**src/rtl/core/buddy_page_allocator_macros.svh**
```systemverilog
// ----------------------------------------------------------------------------
// buddy_page_allocator_macros
// Assertion macros used by the buddy page allocator top level.
// ----------------------------------------------------------------------------
`ifndef BUDDY_PAGE_ALLOCATOR_MACROS_SVH
`define BUDDY_PAGE_ALLOCATOR_MACROS_SVH

// Clocked check, masked while reset is held.
`define BPA_ASSERT(lbl, prop, msg) \
  lbl: assert property (@(posedge clk) disable iff (!rst_n) prop) else $error(msg);

// Clocked check that also runs during reset.
`define BPA_ASSERT_ALWAYS(lbl, prop, msg) \
  lbl: assert property (@(posedge clk) prop) else $error(msg);

`endif

```
**src/rtl/core/bpa_pkg.sv**
```systemverilog
// ----------------------------------------------------------------------------
// bpa_pkg
// Types, codes and helper functions of the buddy page allocator.
// ----------------------------------------------------------------------------
package bpa_pkg;

  localparam int POOL_ORD_MAX_DEF = 10;

  localparam int CNT_W  = 11;
  localparam int IDX_W  = 10;
  localparam int BORD_W = 4;
  localparam int STAT_W = 2;
  localparam int CFG_W  = 11;
  localparam int PADDR_W = 3;

  localparam logic [1:0] MARK_NONE  = 2'd0;
  localparam logic [1:0] MARK_FREE  = 2'd1;
  localparam logic [1:0] MARK_ALLOC = 2'd2;

  localparam logic [STAT_W-1:0] ST_OK        = 2'd0;
  localparam logic [STAT_W-1:0] ST_NO_SPACE  = 2'd1;
  localparam logic [STAT_W-1:0] ST_BAD_COUNT = 2'd2;
  localparam logic [STAT_W-1:0] ST_NOT_ALLOC = 2'd3;

  typedef enum logic [3:0] {
    DP_NONE,
    DP_INIT,
    DP_CLR,
    DP_LOAD,
    DP_READ,
    DP_SCAN,
    DP_HEAD,
    DP_ULK_WR,
    DP_DOWN,
    DP_PUSH_A,
    DP_PUSH_B,
    DP_ALLOC,
    DP_FREE_GO,
    DP_MERGE,
    DP_DONE
  } dp_op_t;

  typedef struct packed {
    dp_op_t            op;
    logic              alt;
    logic [STAT_W-1:0] status;
  } dp_cmd_t;

  typedef struct packed {
    logic op_free;
    logic zero_cnt;
    logic no_space;
    logic bad_idx;
    logic info_alloc;
    logic info_ord_k;
    logic buddy_free;
    logic scan_hit;
    logic scan_last;
    logic split_more;
    logic below_top;
    logic clr_done;
  } dp_stat_t;

  // Position of the highest set bit; zero maps to zero.
  function automatic logic [BORD_W-1:0] floor_log2(input logic [CNT_W-1:0] v);
    logic [BORD_W-1:0] r;
    r = '0;
    for (int i = 0; i < CNT_W; i++) begin
      if (v[i]) r = BORD_W'(i);
    end
    return r;
  endfunction

  // Smallest order whose block holds the count.
  function automatic logic [BORD_W-1:0] ceil_order(input logic [CNT_W-1:0] c);
    logic [CNT_W-1:0] m;
    m = c - CNT_W'(1);
    if (c <= CNT_W'(1)) return '0;
    return floor_log2(m) + BORD_W'(1);
  endfunction

endpackage

```
**src/rtl/core/bpa_ctrl.sv**
```systemverilog
// ----------------------------------------------------------------------------
// bpa_ctrl
// Sequencer for pool set-up, allocate with splits and free with merges.
// ----------------------------------------------------------------------------
module bpa_ctrl (
  input  logic              clk,
  input  logic              rst_n,
  input  logic              start,
  input  logic              init_req,
  input  bpa_pkg::dp_stat_t stat,
  output bpa_pkg::dp_cmd_t  cmd,
  output logic              busy
);

  typedef enum logic [4:0] {
    S_INIT, S_CLR, S_IDLE, S_CHECK, S_SCAN, S_SPLIT,
    S_SPL_RD, S_SPL_WR, S_SPL_DOWN, S_SPL_PU_A, S_SPL_PU_B, S_SPL_PL_A, S_SPL_PL_B,
    S_TAKE_RD, S_TAKE_WR, S_TAKE_SET, S_FIN,
    S_FCHK, S_F_PU_A, S_F_PU_B, S_MCHK, S_MTEST,
    S_M_WR0, S_M_RD1, S_M_WR1, S_MERGE
  } state_t;

  state_t state_r, state_nxt;

  always_comb begin
    state_nxt  = state_r;
    cmd.op     = bpa_pkg::DP_NONE;
    cmd.alt    = 1'b0;
    cmd.status = bpa_pkg::ST_OK;
    unique case (state_r)
      S_INIT: begin
        cmd.op    = bpa_pkg::DP_INIT;
        state_nxt = S_CLR;
      end
      S_CLR: begin
        cmd.op = bpa_pkg::DP_CLR;
        if (stat.clr_done) state_nxt = S_IDLE;
      end
      S_IDLE: begin
        if (start) begin
          cmd.op    = bpa_pkg::DP_LOAD;
          state_nxt = S_CHECK;
        end
      end
      S_CHECK: begin
        if (stat.zero_cnt) begin
          cmd.op     = bpa_pkg::DP_DONE;
          cmd.status = bpa_pkg::ST_BAD_COUNT;
          state_nxt  = S_IDLE;
        end else if (!stat.op_free) begin
          if (stat.no_space) begin
            cmd.op     = bpa_pkg::DP_DONE;
            cmd.status = bpa_pkg::ST_NO_SPACE;
            state_nxt  = S_IDLE;
          end else begin
            state_nxt = S_SCAN;
          end
        end else if (stat.bad_idx) begin
          cmd.op     = bpa_pkg::DP_DONE;
          cmd.status = bpa_pkg::ST_NOT_ALLOC;
          state_nxt  = S_IDLE;
        end else begin
          cmd.op    = bpa_pkg::DP_READ;
          state_nxt = S_FCHK;
        end
      end
      S_SCAN: begin
        if (stat.scan_hit) begin
          state_nxt = S_SPLIT;
        end else if (stat.scan_last) begin
          cmd.op     = bpa_pkg::DP_DONE;
          cmd.status = bpa_pkg::ST_NO_SPACE;
          state_nxt  = S_IDLE;
        end else begin
          cmd.op = bpa_pkg::DP_SCAN;
        end
      end
      S_SPLIT: begin
        cmd.op    = bpa_pkg::DP_HEAD;
        state_nxt = stat.split_more ? S_SPL_RD : S_TAKE_RD;
      end
      S_SPL_RD: begin
        cmd.op    = bpa_pkg::DP_READ;
        state_nxt = S_SPL_WR;
      end
      S_SPL_WR: begin
        cmd.op    = bpa_pkg::DP_ULK_WR;
        state_nxt = S_SPL_DOWN;
      end
      S_SPL_DOWN: begin
        cmd.op    = bpa_pkg::DP_DOWN;
        state_nxt = S_SPL_PU_A;
      end
      S_SPL_PU_A: begin
        // upper half goes in first so the lower half ends at the head
        cmd.op    = bpa_pkg::DP_PUSH_A;
        cmd.alt   = 1'b1;
        state_nxt = S_SPL_PU_B;
      end
      S_SPL_PU_B: begin
        cmd.op    = bpa_pkg::DP_PUSH_B;
        state_nxt = S_SPL_PL_A;
      end
      S_SPL_PL_A: begin
        cmd.op    = bpa_pkg::DP_PUSH_A;
        state_nxt = S_SPL_PL_B;
      end
      S_SPL_PL_B: begin
        cmd.op    = bpa_pkg::DP_PUSH_B;
        state_nxt = S_SPLIT;
      end
      S_TAKE_RD: begin
        cmd.op    = bpa_pkg::DP_READ;
        state_nxt = S_TAKE_WR;
      end
      S_TAKE_WR: begin
        cmd.op    = bpa_pkg::DP_ULK_WR;
        state_nxt = S_TAKE_SET;
      end
      S_TAKE_SET: begin
        cmd.op    = bpa_pkg::DP_ALLOC;
        state_nxt = S_FIN;
      end
      S_FIN: begin
        cmd.op    = bpa_pkg::DP_DONE;
        state_nxt = S_IDLE;
      end
      S_FCHK: begin
        if (!stat.info_alloc) begin
          cmd.op     = bpa_pkg::DP_DONE;
          cmd.status = bpa_pkg::ST_NOT_ALLOC;
          state_nxt  = S_IDLE;
        end else if (!stat.info_ord_k) begin
          cmd.op     = bpa_pkg::DP_DONE;
          cmd.status = bpa_pkg::ST_BAD_COUNT;
          state_nxt  = S_IDLE;
        end else begin
          cmd.op    = bpa_pkg::DP_FREE_GO;
          state_nxt = S_F_PU_A;
        end
      end
      S_F_PU_A: begin
        cmd.op    = bpa_pkg::DP_PUSH_A;
        state_nxt = S_F_PU_B;
      end
      S_F_PU_B: begin
        cmd.op    = bpa_pkg::DP_PUSH_B;
        state_nxt = S_MCHK;
      end
      S_MCHK: begin
        if (stat.below_top) begin
          cmd.op    = bpa_pkg::DP_READ;
          cmd.alt   = 1'b1;
          state_nxt = S_MTEST;
        end else begin
          cmd.op    = bpa_pkg::DP_DONE;
          state_nxt = S_IDLE;
        end
      end
      S_MTEST: begin
        if (stat.buddy_free) begin
          cmd.op    = bpa_pkg::DP_READ;
          state_nxt = S_M_WR0;
        end else begin
          cmd.op    = bpa_pkg::DP_DONE;
          state_nxt = S_IDLE;
        end
      end
      S_M_WR0: begin
        cmd.op    = bpa_pkg::DP_ULK_WR;
        state_nxt = S_M_RD1;
      end
      S_M_RD1: begin
        cmd.op    = bpa_pkg::DP_READ;
        cmd.alt   = 1'b1;
        state_nxt = S_M_WR1;
      end
      S_M_WR1: begin
        cmd.op    = bpa_pkg::DP_ULK_WR;
        state_nxt = S_MERGE;
      end
      S_MERGE: begin
        cmd.op    = bpa_pkg::DP_MERGE;
        state_nxt = S_F_PU_A;
      end
      default: state_nxt = S_INIT;
    endcase
    // a pool size write rebuilds the store
    if (init_req) begin
      cmd.op     = bpa_pkg::DP_NONE;
      cmd.alt    = 1'b0;
      cmd.status = bpa_pkg::ST_OK;
      state_nxt  = S_INIT;
    end
  end

  always_ff @(posedge clk) begin
    if (!rst_n) begin
      state_r <= S_INIT;
    end else begin
      state_r <= state_nxt;
    end
  end

  assign busy = (state_r != S_IDLE);

endmodule

```
**config.mk**
```make
export PLATFORM = sky130hd
export DESIGN_NAME = bpa_ctrl
export DESIGN_NICKNAME = d
export VERILOG_FILES = /design/src/rtl/core/buddy_page_allocator_macros.svh /design/src/rtl/core/bpa_pkg.sv /design/src/rtl/core/bpa_ctrl.sv
export SDC_FILE = /design/constraint.sdc
export NUM_CORES = 1
export LEC_CHECK = 0
export ABC_AREA = 1
export BUFFER_PORTS_ARGS = -buffer_cell sky130_fd_sc_hd__buf_2
export CAP_MARGIN = 40
export CORE_MARGIN = 2
export CORE_UTILIZATION = 52
export DETAILED_ROUTE_END_ITERATION = 8
export PLACE_DENSITY_LB_ADDON = 0.2
export SYNTH_ARGS = -nofsm -noshare
export SYNTH_HDL_FRONTEND = slang
export SYNTH_SLANG_ARGS = --single-unit
```
**constraint.sdc**
```tcl
create_clock -name clk -period 1.7 [get_ports clk]
set_clock_uncertainty 0.15 [all_clocks]
set_input_delay 0 -clock clk [delete_from_list [all_inputs] [get_ports clk]]
set_output_delay 0 -clock clk [all_outputs]
set_load 0.1 [all_outputs]
```
==> out/results.ini, run 1 <==
[run_status]
result_of_the_run=aborted with a tool error
stop_stage=4_1_cts
error=[ERROR DPL-0033] detailed placement checks failed during check placement.

[logic_synthesis]
syn_avg_cell_area_um2=5.21
gate_count_post_synth=178
post_synth_instance_area_um2=927
async_reset_ff_frac=0
synth_enable_flop_cells=0
synth_flop_cell=sky130_fd_sc_hd__dfxtp_1
synth_top_area_frac=0.200
ys_warns=0
cell_types_occupying_the_most_area_after_synthesis=sky130_fd_sc_hd__nand3_1 20%, sky130_fd_sc_hd__nand2_1 16%, sky130_fd_sc_hd__nor2_1 12%, sky130_fd_sc_hd__dfxtp_1 11%, sky130_fd_sc_hd__inv_1 8.5%
synth_top_area_cell=sky130_fd_sc_hd__nand3_1
ys_ff_latch=5
yosysUniqueCellTypes=25
ys_seq_area_frac=0.108
synth.net_count=194

[clock_tree]
cts.root.buffer_cell=sky130_fd_sc_hd__clkbuf_4
postCtsHoldBufs=5
clkSinkCount=5
post_cts_resize_count=23
cts.path.max_buffers=2
postCtsSetupRepairBufs=7
numCtsBuffers=3
htree_levels=1

[place]
weighted_congestion_at_the_end_of_routability_driven_global_placement=1.06
placed_wire_length_estimate_after_detailed_placement_um=3050
pre_cts_ws_ns=-0.115
io_buffer_count=23
cell_area_after_placement_um2=1490

[die]
initial_utilization=0.543
top_level_ports=24
die_h_um=46.2
die_width_um=46.2
site_rows=15

==> metrics by stage <==
step	util	cells	hold slack, ns
2_1_floorplan	-	178	-0.0562
3_3_place_gp	0.870	251	0.129
3_5_place_dp	0.870	251	0.139
==> cells in the mapped netlist (3+ instances only) <==
master	n
sky130_fd_sc_hd__dfxtp_1	5
sky130_fd_sc_hd__nand4_1	6
sky130_fd_sc_hd__nand2_1	39
sky130_fd_sc_hd__nor2_2	4
sky130_fd_sc_hd__a31oi_1	3
sky130_fd_sc_hd__a21oi_1	6
sky130_fd_sc_hd__inv_1	21
sky130_fd_sc_hd__nor2_1	30
sky130_fd_sc_hd__inv_2	4
sky130_fd_sc_hd__nor3_1	4
sky130_fd_sc_hd__nand3_1	37
==> logic make-up after synthesis <==
| family | synth area share |
|---|---|
| simple gates | 0.659 |
| buf+inv | 0.128 |
| compound gates | 0.105 |
| flops | 0.108 |
==> run 2, diff against run 1 <==
--- a/config.mk
+++ b/config.mk
@@ -8,10 +8,10 @@
 export ABC_AREA = 1
 export BUFFER_PORTS_ARGS = -buffer_cell sky130_fd_sc_hd__buf_2
 export CAP_MARGIN = 40
-export CORE_MARGIN = 2
-export CORE_UTILIZATION = 52
+export CORE_AREA = 2 2 63 65
 export DETAILED_ROUTE_END_ITERATION = 8
-export PLACE_DENSITY_LB_ADDON = 0.2
+export DIE_AREA = 0 0 65 67
+export PLACE_DENSITY_LB_ADDON = 0.15
 export SYNTH_ARGS = -nofsm -noshare
 export SYNTH_HDL_FRONTEND = slang
 export SYNTH_SLANG_ARGS = --single-unit
==> run 2 against run 1 <==
Effect of this change: the flow now finishes, with violations (negative setup slack); area after synthesis did not move; synthesized cell count unchanged.
==> out/results.ini, run 2 <==
[die]
core_area_um2=3610
die_width_um=65  ; was 46.2 um
die_area_um2=4360
top_level_ports=24  ; unchanged
die_h_um=67  ; was 46.2 um
site_rows=22  ; was 15
initial_utilization=0.257  ; was 0.543

[drt]
final_routed_wirelength_um=4150
drt-pass1-iter-count=5
ant_nets=0
drcViolationCount=0
vias_per_cell=5.00
detail_route.iter0.violations=104
detail_route.wl_per_cell_um=13.5
routed-via-count=1535

[sta]
setup_viol_count_final=7
max_slew_margin=0.769
timing.hold.ws_ns=0.129
final.setup.tns_ns=-0.826
timing_worst_slew_pin_value_ns=0.346
finalWorstPathRequiredPeriod_ns=1.85
setup_ws_ns=-0.148
maxClockFrequency_mhz=541
number_of_pins_exceeding_their_max_slew_limit_in_the_final_report=0
layout_worst_path_cycle_share=1.09
final-hold-violation-count=0
grt_setup_unrepaired=true

[setup_path]
regToRegSetupSlack_ns=0.05
reg_to_reg_start=state_r[3]
reg2reg_depth=11
setup.worst_path.end_class=output port
critical_path.reg2reg.endpoint=state_r[2]
critical_path.startpoint_type=flop
timing.setup.critical_path_class=reg -> out
crit_fanout=5
worst_ep_arrival_time_ns=1.70
critical_path_required_ns=1.55

[place]
numPlacedInstances=288  ; was 251
pre_cts_ws_ns=-0.152  ; was -0.115 ns
io_buffer_count=23  ; unchanged
weighted_congestion_at_the_end_of_routability_driven_global_placement=0.954  ; was 1.06
placed_wire_length_estimate_after_detailed_placement_um=3200  ; was 3050 um

[pwr]
design_power_total_w=0.000598
power.density_cell_area_nw_per_um2=294
leakage_nw=1.01
power.ir.vdd_worst_mv=0.297

[layout]
nNetsFinal=276
layout_commonest_cell=sky130_fd_sc_hd__buf_4
final_cell_mix=44 x sky130_fd_sc_hd__buf_4, 31 x sky130_fd_sc_hd__nand3_1, 27 x sky130_fd_sc_hd__nand2_1
fin_cells=307
multi_input_comb_area_um2=991
max_reg_flops=5
syn_to_final_growth_pct=119
register_area_um2=116
antenna-diode-count=0
biggestRegsByFlops=state_r x5
drive_above_1_share=0.568
regMostFlops=state_r
fillCellCount=351

[logic_synthesis]
yosysUniqueCellTypes=25  ; unchanged
synth_top_area_cell=sky130_fd_sc_hd__nand3_1  ; unchanged
synth_enable_flop_cells=0  ; unchanged
async_reset_ff_frac=0  ; unchanged
most_used_standard_cell_by_instance_count_after_synthesis=sky130_fd_sc_hd__nand2_1  ; unchanged
ys_ff_latch=5  ; unchanged
gate_count_post_synth=178  ; unchanged
syn_avg_cell_area_um2=5.21  ; unchanged
synth_flop_cell=sky130_fd_sc_hd__dfxtp_1  ; unchanged
cell_types_occupying_the_most_area_after_synthesis=sky130_fd_sc_hd__nand3_1 20%, sky130_fd_sc_hd__nand2_1 16%, sky130_fd_sc_hd__nor2_1 12%, sky130_fd_sc_hd__dfxtp_1 11%, sky130_fd_sc_hd__inv_1 8.5%  ; unchanged
synth_top_area_frac=0.200  ; unchanged
ys_top_cells_by_count=39 x sky130_fd_sc_hd__nand2_1, 37 x sky130_fd_sc_hd__nand3_1, 30 x sky130_fd_sc_hd__nor2_1, 21 x sky130_fd_sc_hd__inv_1  ; unchanged
ys_warns=0  ; unchanged
post_synth_instance_area_um2=927  ; unchanged
synth.net_count=194  ; unchanged
ys_seq_area_frac=0.108  ; unchanged

[global_routing]
grt_start_max_net_pins=12
initial_antenna_violation_count=0
global_route_wire_length_before_repair_um=6930
groute.usage.overall=0.203
first_global_vias=1519
globalRoute.totalOverflow=0

[run_status]
failed_checks=negative setup slack
result_of_the_run=finished with violations  ; was aborted with a tool error

[clock_tree]
clkTransAtPathRegs_ns=0.03
insertion_delay_ns=0.22
clkSinkCount=5  ; unchanged
cts.path.max_buffers=2  ; unchanged
htree_levels=1  ; unchanged
cts.root.buffer_cell=sky130_fd_sc_hd__clkbuf_8  ; was sky130_fd_sc_hd__clkbuf_4
numCtsBuffers=3  ; unchanged
clock_tree_from_tritoncts=yes

[hold_path]
hold_end=state_r[2]
hp-start=stat[3]
min-delay-path-class=in -> reg
whs_path_depth=6

[job]
max_cap_violations=0

## run 2: cell counts after synthesis
No cell type changed its count.
## run 2: power breakdown
part	switching, W	internal (W)	leakage, nW	total, W
Sequential	0.00000949	0.000117	0.0441	0.000127
Combinational	0.000150	0.000109	0.941	0.000259
Clock	0.0000518	0.000160	0.0228	0.000212
## run 2: per-stage QoR
stage	utilization	cell area [um2]
4_1_cts	0.531	1920
2_1_floorplan	-	1030
3_3_place_gp	0.449	1620
3_5_place_dp	0.449	1620
5_1_grt	0.564	2030
6_report	0.564	2030
## run 2: layout make-up
type	count	area share
multi-input cells	144	0.487
repair buffers	81	0.352
flip-flops and latches	5	0.0572
inverters	25	0.0517
well taps	48	0.0295
clock buffers	4	0.0221
## run 2: routing by layer
layer	wire length, um	global-route usage
met5	0	0
met4	97	0.0612
met3	243	0.0152
met2	2030	0.357
met1	1780	0.263
## run 2: cells by family (layout without fill, tap and decap cells)
| logic type | Yosys count | in the layout | share of synthesized area |
|---|---|---|---|
| AND/OR/NAND/NOR | 128 | 128 | 0.659 |
| buffers and inverters | 29 | 110 | 0.128 |
| AO/OA/AOI/OAI | 16 | 16 | 0.105 |
| flip-flops | 5 | 5 | 0.108 |
## run 2: critical path, cell delays in order (launching register included)
cell,delay (ns)
sky130_fd_sc_hd__dfxtp_4,0.36
sky130_fd_sc_hd__buf_6,0.13
sky130_fd_sc_hd__nor2_8,0.16
sky130_fd_sc_hd__nand2_2,0.11
sky130_fd_sc_hd__nor2_4,0.11
sky130_fd_sc_hd__nand2_2,0.07
sky130_fd_sc_hd__nand2_2,0.08
sky130_fd_sc_hd__nor2_1,0.04
sky130_fd_sc_hd__nand3_1,0.08
sky130_fd_sc_hd__nor2_2,0.05
sky130_fd_sc_hd__nor2_4,0.10
sky130_fd_sc_hd__buf_12,0.18
## run 2: how the worst max path moves through the flow
stage | from | endpoint | slack, ns | depth (start not counted)
after floorplan | state_r[1] | cmd[4] | -0.23 | 11
after global placement | state_r[0] | cmd[4] | -0.17 | 9
after detailed placement | state_r[0] | cmd[4] | -0.15 | 9
after CTS | state_r[1] | cmd[5] | -0.17 | 10
after global routing | state_r[0] | cmd[3] | -0.25 | 10
final | state_r[1] | cmd[4] | -0.15 | 11
## run 2: repair_timing
| item | CTS | global route |
|---|---|---|
| pin swaps | 20 | 11 |
| endpoints found under the hold margin | 5 | 0 |
| buffers inserted | 8 | 3 |
| endpoints found under the setup margin | 10 | 10 |
| gates resized for setup | 47 | 24 |
| hold buffers | 5 | 0 |
(Power assumes the default switching activity.)
==> run 3, diff against run 2 <==
--- a/config.mk
+++ b/config.mk
@@ -5,7 +5,6 @@
 export SDC_FILE = /design/constraint.sdc
 export NUM_CORES = 1
 export LEC_CHECK = 0
-export ABC_AREA = 1
 export BUFFER_PORTS_ARGS = -buffer_cell sky130_fd_sc_hd__buf_2
 export CAP_MARGIN = 40
 export CORE_AREA = 2 2 63 65
==> run 3 against run 2 <==
Effect of this change: the flow still finishes with violations (negative setup slack); power up 19%; maximum frequency down 6.5%; combinational power up 37%; core utilization up 4.3 points; die area unchanged; worst hold slack worse by 0.10 ns; worst setup slack worse by 0.13 ns; non-clock buffer count up 4; wire length up 14%; sequential power down 4%; area after synthesis up 13%; final cell count down 9.4%; critical endpoint unchanged.
==> out/results.ini, run 3 <==
[run_status]
result_of_the_run=finished with violations  ; unchanged
failed_checks=negative setup slack  ; unchanged

[drt]
final_routed_wirelength_um=4730  ; was 4150 um
detail_route.wl_per_cell_um=17.0  ; was 13.5 um
drcViolationCount=0  ; unchanged
drt-pass1-iter-count=4  ; was 5
routed-via-count=1546  ; was 1535
detail_route.iter0.violations=60  ; was 104
vias_per_cell=5.56  ; was 5.00
ant_nets=0  ; unchanged

[global_routing]
initial_antenna_violation_count=0  ; unchanged
global_route_wire_length_before_repair_um=7710  ; was 6930 um
grt_start_max_net_pins=13  ; was 12
groute.usage.overall=0.236  ; was 0.203
globalRoute.totalOverflow=0  ; unchanged
first_global_vias=1567  ; was 1519

[logic_synthesis]
post_synth_instance_area_um2=1050  ; was 927 um2
most_used_standard_cell_by_instance_count_after_synthesis=sky130_fd_sc_hd__a21oi_1  ; was sky130_fd_sc_hd__nand2_1
async_reset_ff_frac=0  ; unchanged
synth_flop_cell=sky130_fd_sc_hd__dfxtp_1  ; unchanged
ys_top_cells_by_count=26 x sky130_fd_sc_hd__a21oi_1, 17 x sky130_fd_sc_hd__nor2_1, 12 x sky130_fd_sc_hd__nand2_1, 8 x sky130_fd_sc_hd__nand2b_1, 8 x sky130_fd_sc_hd__nor3_1  ; was 39 x sky130_fd_sc_hd__nand2_1, 37 x sky130_fd_sc_hd__nand3_1, 30 x sky130_fd_sc_hd__nor2_1, 21 x sky130_fd_sc_hd__inv_1
cell_types_occupying_the_most_area_after_synthesis=sky130_fd_sc_hd__a21oi_1 12%, sky130_fd_sc_hd__dfxtp_1 9.5%, sky130_fd_sc_hd__nor2_1 6.1%, sky130_fd_sc_hd__nand2b_1 4.8%, sky130_fd_sc_hd__buf_6 4.3%  ; was sky130_fd_sc_hd__nand3_1 20%, sky130_fd_sc_hd__nand2_1 16%, sky130_fd_sc_hd__nor2_1 12%, sky130_fd_sc_hd__dfxtp_1 11%, sky130_fd_sc_hd__inv_1 8.5%
synth.net_count=170  ; was 194
ys_warns=0  ; unchanged
syn_avg_cell_area_um2=6.82  ; was 5.21 um2
ys_ff_latch=5  ; unchanged
gate_count_post_synth=154  ; was 178
synth_enable_flop_cells=0  ; unchanged
synth_top_area_cell=sky130_fd_sc_hd__a21oi_1  ; was sky130_fd_sc_hd__nand3_1
synth_top_area_frac=0.124  ; was 0.200
yosysUniqueCellTypes=46  ; was 25
ys_seq_area_frac=0.0952  ; was 0.108

[layout]
max_reg_flops=5  ; unchanged
final_cell_area_um2=2190  ; was 2030 um2
final_cell_mix=47 x sky130_fd_sc_hd__buf_4, 15 x sky130_fd_sc_hd__a21oi_1, 15 x sky130_fd_sc_hd__buf_2  ; was 44 x sky130_fd_sc_hd__buf_4, 31 x sky130_fd_sc_hd__nand3_1, 27 x sky130_fd_sc_hd__nand2_1
biggestRegsByFlops=state_r x5  ; unchanged
nNetsFinal=247  ; was 276
antenna-diode-count=0  ; unchanged
layout_commonest_cell=sky130_fd_sc_hd__buf_4  ; unchanged
syn_to_final_growth_pct=108  ; was 119%
regMostFlops=state_r  ; unchanged
fillCellCount=326  ; was 351
drive_above_1_share=0.696  ; was 0.568

[setup_path]
reg_to_reg_start=state_r[3]  ; unchanged
worst_ep_arrival_time_ns=1.83  ; was 1.70 ns
timing.setup.critical_path_class=reg -> out  ; unchanged
setup.worst_path.end_class=output port  ; unchanged
crit_fanout=5  ; unchanged
regToRegSetupSlack_ns=-0.06  ; was 0.05 ns
critical_path.startpoint_type=flop  ; unchanged
critical_path.reg2reg.endpoint=state_r[0]  ; was state_r[2]
critical_path_required_ns=1.55  ; about the same
timing.critical_path.from=state_r[1]  ; unchanged
reg2reg_depth=8  ; was 11

[die]
die_h_um=67  ; unchanged
die_width_um=65  ; unchanged
top_level_ports=24  ; unchanged
die_area_um2=4360  ; unchanged
initial_utilization=0.291  ; was 0.257
site_rows=22  ; unchanged
core_area_um2=3610  ; unchanged

[sta]
final-hold-violation-count=0  ; unchanged
maxClockFrequency_mhz=506  ; was 541 MHz
final.setup.tns_ns=-1.38  ; was -0.826 ns
setup_viol_count_final=8  ; was 7
finalWorstPathRequiredPeriod_ns=1.98  ; was 1.85 ns
max_slew_margin=0.791  ; was 0.769
timing.hold.ws_ns=0.0267  ; was 0.129 ns
timing_worst_slew_pin_value_ns=0.313  ; was 0.346 ns
grt_setup_unrepaired=true  ; unchanged
setup_ws_ns=-0.276  ; was -0.148 ns
number_of_pins_exceeding_their_max_slew_limit_in_the_final_report=0  ; unchanged
layout_worst_path_cycle_share=1.16  ; was 1.09

[place]
weighted_congestion_at_the_end_of_routability_driven_global_placement=0.954  ; unchanged
placed_wire_length_estimate_after_detailed_placement_um=3440  ; was 3200 um
cell_area_after_placement_um2=1740  ; was 1620 um2
io_buffer_count=23  ; unchanged

[clock_tree]
clock_tree_from_tritoncts=yes  ; unchanged
cts.root.buffer_cell=sky130_fd_sc_hd__clkbuf_8  ; unchanged
numCtsBuffers=3  ; unchanged
postCtsHoldBufs=0  ; was 5
clkTransAtPathRegs_ns=0.04  ; was 0.03 ns
cts.path.max_buffers=2  ; unchanged
insertion_delay_ns=0.23  ; was 0.22 ns
clkSinkCount=5  ; unchanged
htree_levels=1  ; unchanged

[hold_path]
hold_end=state_r[0]  ; was state_r[2]
min-delay-path-class=in -> reg  ; unchanged
hp-start=rst_n  ; was stat[3]
whs_path_depth=3  ; was 6

[pwr]
power.ir.vdd_worst_mv=0.204  ; was 0.297 mV
power.density_cell_area_nw_per_um2=325  ; was 294 nW/um2
leakage_nw=0.844  ; was 1.01 nW

[job]
max_cap_violations=0  ; unchanged

==> run 3: cell types whose count changed after synthesis, moves of 4 or more <==
cell	delta
sky130_fd_sc_hd__a21oi_1	+20
sky130_fd_sc_hd__buf_6	+4
sky130_fd_sc_hd__inv_1	-17
sky130_fd_sc_hd__nand2_1	-27
sky130_fd_sc_hd__nand2b_1	+8
sky130_fd_sc_hd__nand3_1	-37
sky130_fd_sc_hd__nand4_1	-6
sky130_fd_sc_hd__nor2_1	-13
sky130_fd_sc_hd__nor3_1	+4
sky130_fd_sc_hd__o21ai_0	+4
==> run 3: how the worst max path moves through the flow <==
| stage | endpoint | slack (ns) | depth (start not counted) |
|---|---|---|---|
| after floorplan | cmd[0] | -0.47 | 6 |
| after global placement | state_r[0] | -0.12 | 5 |
| after detailed placement | state_r[0] | -0.12 | 5 |
| after CTS | cmd[4] | -0.25 | 8 |
| after global routing | cmd[4] | -0.32 | 7 |
| final | cmd[4] | -0.28 | 7 |
==> run 3: cell type report <==
class	instances	area, um2	area share
Tap cell	48	60.1	0.0274
Multi-Input combinational cell	130	1180	0.537
Clock buffer	4	45.0	0.0206
Timing Repair Buffer	85	769	0.351
Inverter	6	22.5	0.0103
Sequential cell	5	116	0.0531
==> run 3: report_power, final <==
part | internal (W) | total, W | switching (W)
clock network | 0.000162 | 0.000233 | 0.0000706
logic | 0.000162 | 0.000356 | 0.000194
registers | 0.000117 | 0.000122 | 0.00000555
total | 0.000441 | 0.000711 | 0.000270
==> run 3: critical path, cell delays in order (launching register included) <==
cell and delay (ns):
sky130_fd_sc_hd__dfxtp_4 0.35, sky130_fd_sc_hd__buf_6 0.12, sky130_fd_sc_hd__nand2b_4 0.14, sky130_fd_sc_hd__nor2_2 0.11, sky130_fd_sc_hd__nor3_1 0.06, sky130_fd_sc_hd__or3_4 0.42
sky130_fd_sc_hd__a31oi_4 0.20, sky130_fd_sc_hd__buf_12 0.19
==> run 3: per-stage QoR <==
| step | setup WS (ns) | utilization | instances | total power [W] |
|---|---|---|---|---|
| 6_report | -0.276 | 0.607 | 278 | 0.000711 |
| 5_1_grt | -0.323 | 0.607 | 278 | 0.000743 |
| 4_1_cts | -0.246 | 0.558 | 271 | 0.000662 |
| 3_5_place_dp | -0.122 | 0.482 | 257 | 0.000404 |
| 3_3_place_gp | -0.125 | 0.482 | 257 | 0.000402 |
| 2_1_floorplan | -0.468 | - | 154 | 0.000294 |
==> run 3: kinds of logic (layout without fill, tap and decap cells) <==
family | count (synthesis) | in the layout | synth area share
buffers and inverters | 19 | 95 | 0.115
AOI/OAI and AO/OA | 62 | 62 | 0.406
muxes | 1 | 1 | 0.0107
and+or+nand+nor | 67 | 67 | 0.373
DFF | 5 | 5 | 0.0952
==> run 3: repair_timing <==
action,CTS,global route
setup endpoints to repair,10,12
cloned,0,0
buffers inserted,10,9
pin swaps,14,23
resized for setup,40,29
==> run 3: metal layers <==
| layer | up-vias | routed length [um] | track usage |
|---|---|---|---|
| met4 | 0 | 187 | 0.101 |
| met5 | - | 0 | 0 |
| met2 | 63 | 2330 | 0.411 |
| met3 | 19 | 203 | 0.0439 |
| li1 | 728 | - | - |
| met1 | 736 | 2010 | 0.281 |
